<file path="src/sv/psd_pkg.sv">
// psd_pkg: shared types, constants and control structs for the polygon
// signed distance block. Used by psd_ctrl, psd_dp and the top level.
// No dependencies.
package psd_pkg;

	// Vertex table geometry
	localparam int MAX_VERTICES = 16;
	localparam int VIDX_W       = $clog2(MAX_VERTICES);
	localparam int VCNT_W       = 5;
	localparam logic [VCNT_W-1:0] VCOUNT_RST = VCNT_W'(3);
	localparam logic [VCNT_W-1:0] VCOUNT_MIN = VCNT_W'(3);
	localparam logic [VCNT_W-1:0] VCOUNT_MAX = VCNT_W'(MAX_VERTICES);

	// Item modes
	localparam logic MODE_WRITE = 1'b0;
	localparam logic MODE_QUERY = 1'b1;

	// Iteration counts: 16 quotient bits, 20 root bits
	localparam int STEP_W     = 5;
	localparam logic [STEP_W-1:0] DIV_LAST  = STEP_W'(15);
	localparam logic [STEP_W-1:0] SQRT_LAST = STEP_W'(19);

	typedef struct packed {
		logic              mode;
		logic [3:0]        vertex_index;
		logic signed [15:0] x_coord;
		logic signed [15:0] y_coord;
	} in_t;

	typedef struct packed {
		logic signed [15:0] signed_distance;
		logic              inside_res;
		logic              saturated;
	} out_t;

	// Controller to datapath
	typedef struct packed {
		logic wr;        // write one vertex
		logic query;     // latch query point, rewind edge walk
		logic diff;      // edge and point vectors
		logic t_clr;     // force projection to zero
		logic prod;      // dot and cross products
		logic sum;       // numerator and denominator
		logic dec;       // projection clamp, parity update, divider load
		logic div_step;  // one quotient bit
		logic emul;      // edge times projection
		logic bsub;      // residual vector
		logic sq;        // residual squares
		logic min_ld;    // keep minimum squared distance
		logic min_init;  // first load of the minimum
		logic adv;       // next edge
		logic sqrt_init;
		logic sqrt_step; // one root bit
		logic fin;       // round, sign and saturate
	} cmd_t;

	// Datapath to controller
	typedef struct packed {
		logic need_div;
		logic last_edge;
	} sts_t;

endpackage

</file>
<file path="src/sv/psd_ctrl.sv">
// psd_ctrl: sequencer for the polygon signed distance block; walks the
// edges, runs divider and square root, issues vertex writes and the result strobe.
// Depends on psd_pkg.
module psd_ctrl (
	input  logic          clk,
	input  logic          arst_n,
	input  logic          start,
	input  logic          mode,
	input  psd_pkg::sts_t sts,
	output psd_pkg::cmd_t cmd,
	output logic          busy,
	output logic          done
);

	typedef enum logic [13:0] {
		ST_IDLE  = 14'b00000000000001,
		ST_FETCH = 14'b00000000000010,
		ST_DIFF  = 14'b00000000000100,
		ST_PROD  = 14'b00000000001000,
		ST_SUM   = 14'b00000000010000,
		ST_DEC   = 14'b00000000100000,
		ST_DIV   = 14'b00000001000000,
		ST_EMUL  = 14'b00000010000000,
		ST_BSUB  = 14'b00000100000000,
		ST_SQ    = 14'b00001000000000,
		ST_MIN   = 14'b00010000000000,
		ST_SQI   = 14'b00100000000000,
		ST_SQRT  = 14'b01000000000000,
		ST_ROUND = 14'b10000000000000
	} state_t;

	state_t state_q, state_d;
	logic [psd_pkg::STEP_W-1:0] cnt_q, cnt_d;
	logic first_q, first_d;
	logic done_q;
	logic accept;

	assign busy   = (state_q != ST_IDLE);
	assign accept = start && !busy;

	always_comb begin
		state_d = state_q;
		cnt_d   = cnt_q;
		first_d = first_q;
		cmd     = '0;
		unique case (state_q)
			ST_IDLE: begin
				if (accept && mode == psd_pkg::MODE_WRITE) begin
					cmd.wr = 1'b1;
				end else if (accept) begin
					cmd.query = 1'b1;
					first_d   = 1'b1;
					state_d   = ST_FETCH;
				end
			end
			ST_FETCH: state_d = ST_DIFF;
			ST_DIFF: begin
				cmd.diff = 1'b1;
				// first edge: one extra pass with zero projection seeds the minimum
				if (first_q) begin
					cmd.t_clr = 1'b1;
					state_d   = ST_EMUL;
				end else begin
					state_d = ST_PROD;
				end
			end
			ST_PROD: begin
				cmd.prod = 1'b1;
				state_d  = ST_SUM;
			end
			ST_SUM: begin
				cmd.sum = 1'b1;
				state_d = ST_DEC;
			end
			ST_DEC: begin
				cmd.dec = 1'b1;
				cnt_d   = '0;
				state_d = sts.need_div ? ST_DIV : ST_EMUL;
			end
			ST_DIV: begin
				cmd.div_step = 1'b1;
				cnt_d        = cnt_q + 1'b1;
				if (cnt_q == psd_pkg::DIV_LAST) begin
					state_d = ST_EMUL;
				end
			end
			ST_EMUL: begin
				cmd.emul = 1'b1;
				state_d  = ST_BSUB;
			end
			ST_BSUB: begin
				cmd.bsub = 1'b1;
				state_d  = ST_SQ;
			end
			ST_SQ: begin
				cmd.sq  = 1'b1;
				state_d = ST_MIN;
			end
			ST_MIN: begin
				cmd.min_ld   = 1'b1;
				cmd.min_init = first_q;
				if (first_q) begin
					first_d = 1'b0;
					state_d = ST_PROD;
				end else if (sts.last_edge) begin
					state_d = ST_SQI;
				end else begin
					cmd.adv = 1'b1;
					state_d = ST_FETCH;
				end
			end
			ST_SQI: begin
				cmd.sqrt_init = 1'b1;
				cnt_d         = '0;
				state_d       = ST_SQRT;
			end
			ST_SQRT: begin
				cmd.sqrt_step = 1'b1;
				cnt_d         = cnt_q + 1'b1;
				if (cnt_q == psd_pkg::SQRT_LAST) begin
					state_d = ST_ROUND;
				end
			end
			ST_ROUND: begin
				cmd.fin = 1'b1;
				state_d = ST_IDLE;
			end
			default: state_d = ST_IDLE;
		endcase
	end

	always_ff @(posedge clk or negedge arst_n) begin
		if (!arst_n) begin
			state_q <= ST_IDLE;
			cnt_q   <= '0;
			first_q <= 1'b0;
			done_q  <= 1'b0;
		end else begin
			state_q <= state_d;
			cnt_q   <= cnt_d;
			first_q <= first_d;
			done_q  <= (state_q == ST_ROUND);
		end
	end

	assign done = done_q;

	a_state_onehot: assert property (@(posedge clk) disable iff (!arst_n)
		$onehot(state_q))
		else $error("state not one-hot");

	a_done_pulse: assert property (@(posedge clk) disable iff (!arst_n)
		done |=> !done)
		else $error("result strobe longer than one cycle");

	a_done_src: assert property (@(posedge clk) disable iff (!arst_n)
		done |-> !busy && $past(state_q == ST_ROUND))
		else $error("result strobe without a finished query");

endmodule

</file>
<file path="config.mk">
export PLATFORM = sky130hd
export DESIGN_NAME = psd_ctrl
export DESIGN_NICKNAME = d
export VERILOG_FILES = /design/src/sv/psd_pkg.sv /design/src/sv/psd_ctrl.sv
export SDC_FILE = /design/constraint.sdc
export NUM_CORES = 1
export LEC_CHECK = 0
export ABC_AREA = 1
export BUFFER_PORTS_ARGS = -buffer_cell sky130_fd_sc_hd__buf_2
export CAP_MARGIN = 10
export CELL_PAD_IN_SITES_DETAIL_PLACEMENT = 1
export CELL_PAD_IN_SITES_GLOBAL_PLACEMENT = 1
export CORE_ASPECT_RATIO = 1.75
export CORE_MARGIN = 4
export CORE_UTILIZATION = 39
export CTS_CLUSTER_SIZE = 30
export DETAILED_ROUTE_END_ITERATION = 12
export GPL_ROUTABILITY_DRIVEN = 0
export HOLD_SLACK_MARGIN = 0.05
export PLACE_DENSITY_LB_ADDON = 0.08
export SLEW_MARGIN = 5
export SYNTH_ARGS = -nofsm -noshare
export SYNTH_HDL_FRONTEND = slang
export SYNTH_SLANG_ARGS = --single-unit
export TNS_END_PERCENT = 10
</file>
<file path="constraint.sdc">
create_clock -name clk -period 2 [get_ports clk]
set_input_delay 0.1 -clock clk [delete_from_list [all_inputs] [get_ports clk]]
set_output_delay 0.1 -clock clk [all_outputs]
set_load 0.005 [all_outputs]
</file>
# After elaboration in Yosys (flattened, before gate mapping)
# Index checks and enable logic that the tools add are counted.
# op_classes
n_mux	32
bitwise_logic	1
n_div	0
shift	0
n_eq_ne	21
n_reduce_logical	9
magnitude_cmp	0
n_mul	0
add_sub_neg	1
# op_table
cell	n
$pmux 14 s13	1
$mux 14	5
$mux 1	18
$mux 8	2
$eq 14x1->1 const B	1
$eq 14x10->1 const B	1
$eq 14x11->1 const B	1
$eq 14x12->1 const B	1
$eq 14x13->1 const B	1
$eq 14x14->1 const B	1
$eq 14x2->1 const B	1
$eq 14x3->1 const B	1
$eq 14x4->1 const B	1
$eq 14x5->1 const B	1
$eq 14x6->1 const B	1
$eq 14x7->1 const B	1
$eq 14x8->1 const B	1
$eq 14x9->1 const B	1
$ne 14x1->1 const B	1
$mux 12	1
$pmux 5 s2	1
$ne 2x2->1 const B	4
$add 5x1->5 const B	1
$eq 5x4->1 const B	1
other kinds (11)	15
# totals
word_cells	68
output_inout_bits	19
input_bits	6
regBits	21
mem_bits_rw	0
romBits	0
latchBits	0
memories	0

# Depth between registers and ports, before layout
# Gate-level depths: netlist (run 1).
# depth
ltp_word	6
depth_mapped	11
ltp_nobuf	11

# Worst setup path after synthesis (run 1)
# Ideal clock, no wire load.
# synth_path
kind	register to register
start	register cnt_q[0] (netlist bit)
end	register state_q[7]
path_slack_ps	597
stages_incl_launch_ff	8
setup_time_ps	122
t_arrival_ps	1281
n_path_buf	0
synth_period_minus_slack_ps	1403
required_ps	1878
path_cell_list	dfrtp_1 -> ha_1 -> nand2_1 -> nor2_1 -> ha_1 -> or2_4 -> nand3_2 -> nor2_1
# synth_between
elab_chain_cells	3
word_cells_on_any_way	5
classes_between	eq/ne (4); reduce/logical (1)
# synth_rtl
item	line_no	text
from (decl)	psd_ctrl.sv:33	logic [psd_pkg::STEP_W-1:0] cnt_q, cnt_d;
from (signal assigned)	psd_ctrl.sv:140	cnt_q <= cnt_d;
$eq 5x5->1 / $eq 5x4->1 (equally long branches)	psd_ctrl.sv:120, psd_ctrl.sv:83	
$ne 2x2->1 (no line)	--	
$reduce_and 4->1 (no line) *	--	
to (signal assigned)	psd_ctrl.sv:139	state_q <= state_d;
to (decl)	psd_ctrl.sv:32	state_t state_q, state_d;
# Mark *: on every way between the ends. The rest lies on a longest branch, timed or not.
# A chain may end at the register's enable or synchronous reset.

==> flow_summary.toml, run 1 <==
[floorplan]
start_util_pct = 40.6
rows = 27
dieArea_um2 = 4280
die_w_um = 51.2
core_area_um2 = 3140
die_h_um = 83.6
io_pins = 25

[global_route]
grt_max_degree = 22
track_usage_pct = 16.8
grt_pass1_vias = 1341
grt_pass1_wl_um = 5610
gr-total-overflow = 0
antenna_found_initial = 0

[critical_path]
crit_path_start_kind = "flop"
arrival_ns = 1.74
cp.required_ns = 1.90
critPathKind = "reg2out"
crit_path_cell_trace = "nor2_2 -> nand2_4 -> nor2_8 -> inv_1 -> nor4_1 -> buf_2"
cp_slowest_cell = "dfrtp_1"
worst-path-buf-inv = 2
path_delay_family = "simple AND/OR/NAND/NOR gates"
endpoint_kind = "output pin"
crit_fanout = 9
crit_path_max_incr_delay_ns = 0.41

[clock_network]
clkSinkCount = 21
clk_path_buf_depth = 2
post_cts_resized = 0
cts_max_level = 1
holdBufCountCts = 1
postCtsSetupBuffers = 0
cts-root-buf = "clkbuf_8"
numCtsBuffers = 3
clk_pin_slew_ns = 0.09
clock_latency_ns = 0.27
cts_tree = "built"

[drt]
drt_iter0_markers = 10
via_count = 1134
wire_per_inst_um = 13.2
vias_per_cell = 4.83
drtAntennaViolNets = 0
drcViolationCount = 0
wl_um = 3100
drt-pass1-iter-count = 4

[layout]
final_nets = 201
antenna_cells = 0
multiInputGateArea_um2 = 623
final_area_um2 = 1510
final_cell_count_no_fill = 235
area_delta_synth_final_pct = 18.3
fill_cells = 424
seq_area_um2 = 527
drive_above_1_share_pct = 30.2

[synthesis]
synth_cell_types = 28
synth.avg_cell_area_um2 = 7.82
synthFlopType = "dfrtp_1"
netlist_instances = 163
ys_ff_latch = 21
netlist_area_um2 = 1270
synth_edf_count = 0
async_reset_ff_share_pct = 100
synth.net_count = 171
synth-seq-area-share_pct = 41.3
synth_warnings = 0

[power_and_ir_drop]
power_frac_seq_pct = 41.4
switching_power_uw = 442
combPwrFrac_pct = 33.6
power_frac_clock_pct = 25.0
power_density_nw_per_um2 = 778
ir_worst_vdd_uv = 365
power.leakage_uw = 0.000891
p_sw_share_pct = 37.7
p_int_uw = 731

[timing]
slew_violations = 0
finalHoldViolCount = 0
rsz0062_at_grt = "no"
finalCritPeriodShare_pct = 92.2
skew_ns = 0.0101
worst_pin_slew_ns = 0.501
period_minus_slack_ns = 1.84
finalSetupTns_ns = 0
fmax_ghz = 0.543
setup_ws_ns = 0.157
max_slew_margin_pct = 66.6
finalSetupViolCount = 0

[min_path]
min-delay-path-class = "in2reg"

[placed_design]
dp_slack_ns = 0.438
place.port_buffers = 24
dp_hpwl_um = 2610
dpl_cell_area_um2 = 1450
placed_cells = 230

[run_status]
status = "finished clean"

[flow_run]
cap_violations = 0
[worst paths after layout]
path,start,to,slack [ns],cells after the start
min in group asynchronous,arst_n,state_q[9]$_DFFE_PN0P_,0.33,2
worst min register to register,state_q[12]$_DFFE_PN0P_,done$_DFF_PN0_,0.48,1
worst max-delay path,state_q[2]$_DFFE_PN0P_,cmd[0],0.16,6
worst min-delay path,sts[1],state_q[6]$_DFFE_PN0P_,0.07,3
worst max register to register,state_q[10]$_DFFE_PN0P_,cnt_q[0]$_DFFE_PN0P_,0.47,10
max in group asynchronous,arst_n,state_q[0]$_DFFE_PN1P_,1.30,2
[sequential cells by signal, summed over array words and instances (netlist names)]
signal	cells
cnt_q	5
done	1
state_q	14
first_q	1
[cells by family after synthesis]
logic type | Yosys count | share of synthesized area [%]
AND/OR/NAND/NOR | 97 | 41.4
buffers and inverters | 32 | 9.81
flip-flops | 21 | 41.3
AO/OA/AOI/OAI | 10 | 4.81
adder cells (fa/ha/maj) | 2 | 1.96
XOR/XNOR | 1 | 0.687
[final cells by class]
class / instances / area share, %
multi-input cells: 110 / 41.3
flip-flops and latches: 21 / 34.9
repair buffers: 25 / 8.63
inverters: 32 / 8.30
well taps: 43 / 3.57
clock buffers: 3 / 2.74
clock inverters: 1 / 0.498
[layout by cell type, fill, tap and decap left out, types with 5 or more instances in the layout]
cell type	synthesis	layout
nand2_2	5	5
buf_2	0	24
dfrtp_1	20	20
nor2_1	23	23
nor4_1	5	5
nor2_2	6	6
nand2_4	5	5
nor3_1	7	7
nand3_1	8	8
nand2_1	29	29
inv_1	27	27
[metrics by stage]
| stage | hold slack, ns | utilization, % | power (uW) |
|---|---|---|---|
| after floorplan | -0.196 | - | 778 |
| after CTS | 0.0621 | 48.0 | 1190 |
| final | 0.0746 | 48.0 | 1170 |
| after detailed placement | 0.0920 | 46.1 | 895 |
| after global placement | 0.0899 | 46.1 | 878 |
| after global routing | 0.0983 | 48.0 | 1260 |
[metal layers]
metal,global-route usage (%),up-vias,routed length (um)
li1,-,563,-
met1,17.0,543,1130
met2,31.1,21,1770
met3,3.22,7,115
met4,8.35,0,78
met5,0,-,0
[Yosys cell counts (3+ instances only)]
cell type,instances,area share [%]
nor3_1,7,2.7
nor2_1,23,6.8
nand2_1,29,8.5
a21oi_1,3,1.2
inv_2,3,0.88
inv_1,27,7.9
nor4_1,5,2.5
nand2_2,5,2.5
nor2_2,6,2.9
dfrtp_1,20,39
nand2_4,5,4.4
nand3_1,8,3.1
[worst reg2reg max path: stages (launching register included)]
cell and delay, ns:
dfrtp_1 0.40, nor2_1 0.21, nand3_2 0.18, inv_4 0.14
nand2_1 0.12, nand2_1 0.09, inv_2 0.04, nand2_4 0.09
inv_2 0.05, nand2_2 0.06, o21ai_2 0.05
[power by group through the flow]
stage | clock network [uW] | logic, uW | registers [uW]
after floorplan | 0 | 291 | 487
after global placement | 0 | 387 | 491
after detailed placement | 0 | 401 | 494
after CTS | 302 | 405 | 486
after global routing | 322 | 446 | 491
final | 293 | 395 | 486
Power figures use the tool's default switching activity.
==> inputs of run 2 (changes only) <==
- CORE_MARGIN: 4 -> not set
- PLACE_DENSITY_LB_ADDON: 0.08 -> 0.25
==> flow_summary.toml, run 2 (same netlist as run 1, synthesis figures left out) <==
[flow_run]
cap_violations = 0

[layout]
largest-register = "state_q"
multiInputGateArea_um2 = 629
area_delta_synth_final_pct = 18.5
fill_cells = 408
largest_register_ffs = 14
final_area_um2 = 1510
final_nets = 201
antenna_cells = 0
seq_area_um2 = 527
final_cell_count_no_fill = 235
reg.largest.list = "state_q: 14 flops, cnt_q: 5 flops"
final_cell_mix = "29 x nand2_1, 27 x inv_1, 24 x buf_2"
drive_above_1_share_pct = 30.7
mostFrequentLayoutCell = "nand2_1"

[timing]
slew_violations = 0
rsz0062_at_grt = "no"
fmax_ghz = 0.562
period_minus_slack_ns = 1.78
worst_pin_slew_ns = 0.496
finalCritPeriodShare_pct = 89.0
skew_ns = 0.00121
finalSetupViolCount = 0
max_slew_margin_pct = 67.0
finalHoldViolCount = 0
finalSetupTns_ns = 0

[placed_design]
dpl_cell_area_um2 = 1450
placed_cells = 230
place.port_buffers = 24
dp_hpwl_um = 2640

[drt]
wl_um = 3150
drt_iter0_markers = 21
drtAntennaViolNets = 0
drt-pass1-iter-count = 4
vias_per_cell = 4.78
via_count = 1124
drcViolationCount = 0
wire_per_inst_um = 13.4

[power_and_ir_drop]
p_sw_share_pct = 37.5
switching_power_uw = 438
power_density_nw_per_um2 = 773
combPwrFrac_pct = 33.8
power.leakage_uw = 0.000895
power_frac_clock_pct = 24.5
ir_worst_vdd_uv = 381
p_int_uw = 729
power_frac_seq_pct = 41.6

[critical_path]
worst-path-buf-inv = 2
cp_slowest_cell = "dfrtp_1"
reg2regPathDepth = 10
path_delay_family = "simple AND/OR/NAND/NOR gates"
rr_endpoint = "cnt_q[0]$_DFFE_PN0P_"
endpoint_kind = "output pin"
crit_fanout = 9
cp.required_ns = 1.90
reg2reg_from = "state_q[13]$_DFFE_PN0P_"
crit_path_start_kind = "flop"
critPathKind = "reg2out"
cp-startpoint = "state_q[1]$_DFFE_PN0P_"
reg2reg_slack_ns = 0.41
endpoint = "cmd[0]"
crit_path_max_incr_delay_ns = 0.42
arrival_ns = 1.68
cp.depth = 6
crit_path_cell_trace = "nor2_2 -> nand2_4 -> nor2_8 -> inv_1 -> nor4_2 -> buf_2"

[clock_network]
cts_tree = "built"
clkSinkCount = 21
clock_latency_ns = 0.26
cts-root-buf = "clkbuf_8"
numCtsBuffers = 3
cts_max_level = 1
clk_path_buf_depth = 2
clk_pin_slew_ns = 0.08

[floorplan]
core_area_um2 = 3140
die_h_um = 77.6
dieArea_um2 = 3510
rows = 27
die_w_um = 45.2
io_pins = 25
start_util_pct = 40.6

[run_status]
status = "finished clean"

[global_route]
grt_max_degree = 22
antenna_found_initial = 0
grt_pass1_vias = 1237
track_usage_pct = 21.1
grt_pass1_wl_um = 5400
gr-total-overflow = 0

[min_path]
min-delay-path-class = "in2reg"
hp-start = "sts[1]"
[run 2: cell types whose count changed in the layout (fill, tap and decap cells not counted), sizes merged]
cell | previous run | this run
clkinv | 0 | 1
clkinvlp | 1 | 0
[run 2: final cells by class]
type,instances,area share (%)
clock buffer,3,2.73
tap,43,3.56
timing repair buffer,25,8.61
multi-input combinational,110,41.6
inverter,32,8.28
clock inverter,1,0.331
sequential,21,34.9
[run 2: power groups by stage]
stage | clock (uW) | sequential (uW) | combinational (uW)
final | 286 | 486 | 395
after global routing | 313 | 490 | 447
after CTS | 292 | 486 | 403
after detailed placement | 0 | 495 | 396
after global placement | 0 | 491 | 380
after floorplan | 0 | 487 | 291
[run 2: layer usage]
| metal | part of all wire, % | wire length [um] | track usage [%] | vias to the layer above |
|---|---|---|---|---|
| met3 | 1.8 | 58 | 3.02 | 4 |
| met1 | 37 | 1150 | 22.2 | 546 |
| met5 | 0 | 0 | 0 | - |
| met2 | 60 | 1880 | 39.3 | 13 |
| li1 | - | - | - | 561 |
| met4 | 1.8 | 58 | 7.88 | 0 |
[run 2: how the worst min path moves through the flow]
stage | endpoint | cells past startpoint | slack, ns
after floorplan | cnt_q[0]$_DFFE_PN0P_ | 0 | -0.20
after global routing | state_q[6]$_DFFE_PN0P_ | 3 | 0.09
after global placement | state_q[9]$_DFFE_PN0P_ | 1 | 0.09
after detailed placement | state_q[8]$_DFFE_PN0P_ | 1 | 0.10
after CTS | state_q[6]$_DFFE_PN0P_ | 3 | 0.07
final | state_q[6]$_DFFE_PN0P_ | 3 | 0.07
[run 2: per-stage QoR]
step           power, uW  utilization (%)  setup WS (ns)  hold WS (ns)
2_1_floorplan        778                -          0.597        -0.196
3_3_place_gp         871             46.1          0.473        0.0853
3_5_place_dp         891             46.1          0.397         0.101
4_1_cts             1180             47.9          0.104        0.0669
5_1_grt             1250             48.1         0.0744        0.0853
6_report            1170             48.1          0.219        0.0688
[run 2: what timing repair did]
item	CTS	global route
gates resized for setup	0	1
setup buffers	0	0
hold endpoints to repair	20	0
setup endpoints to repair	0	1
hold buffers	1	0
[run 2: worst register-to-register path: cells and delay by family (launching register included)]
kind,cells,cell delay (ns)
AO/OA/AOI/OAI,1,0.05
flip-flops,1,0.40
buffers and inverters,3,0.24
AND/OR/NAND/NOR,6,0.80
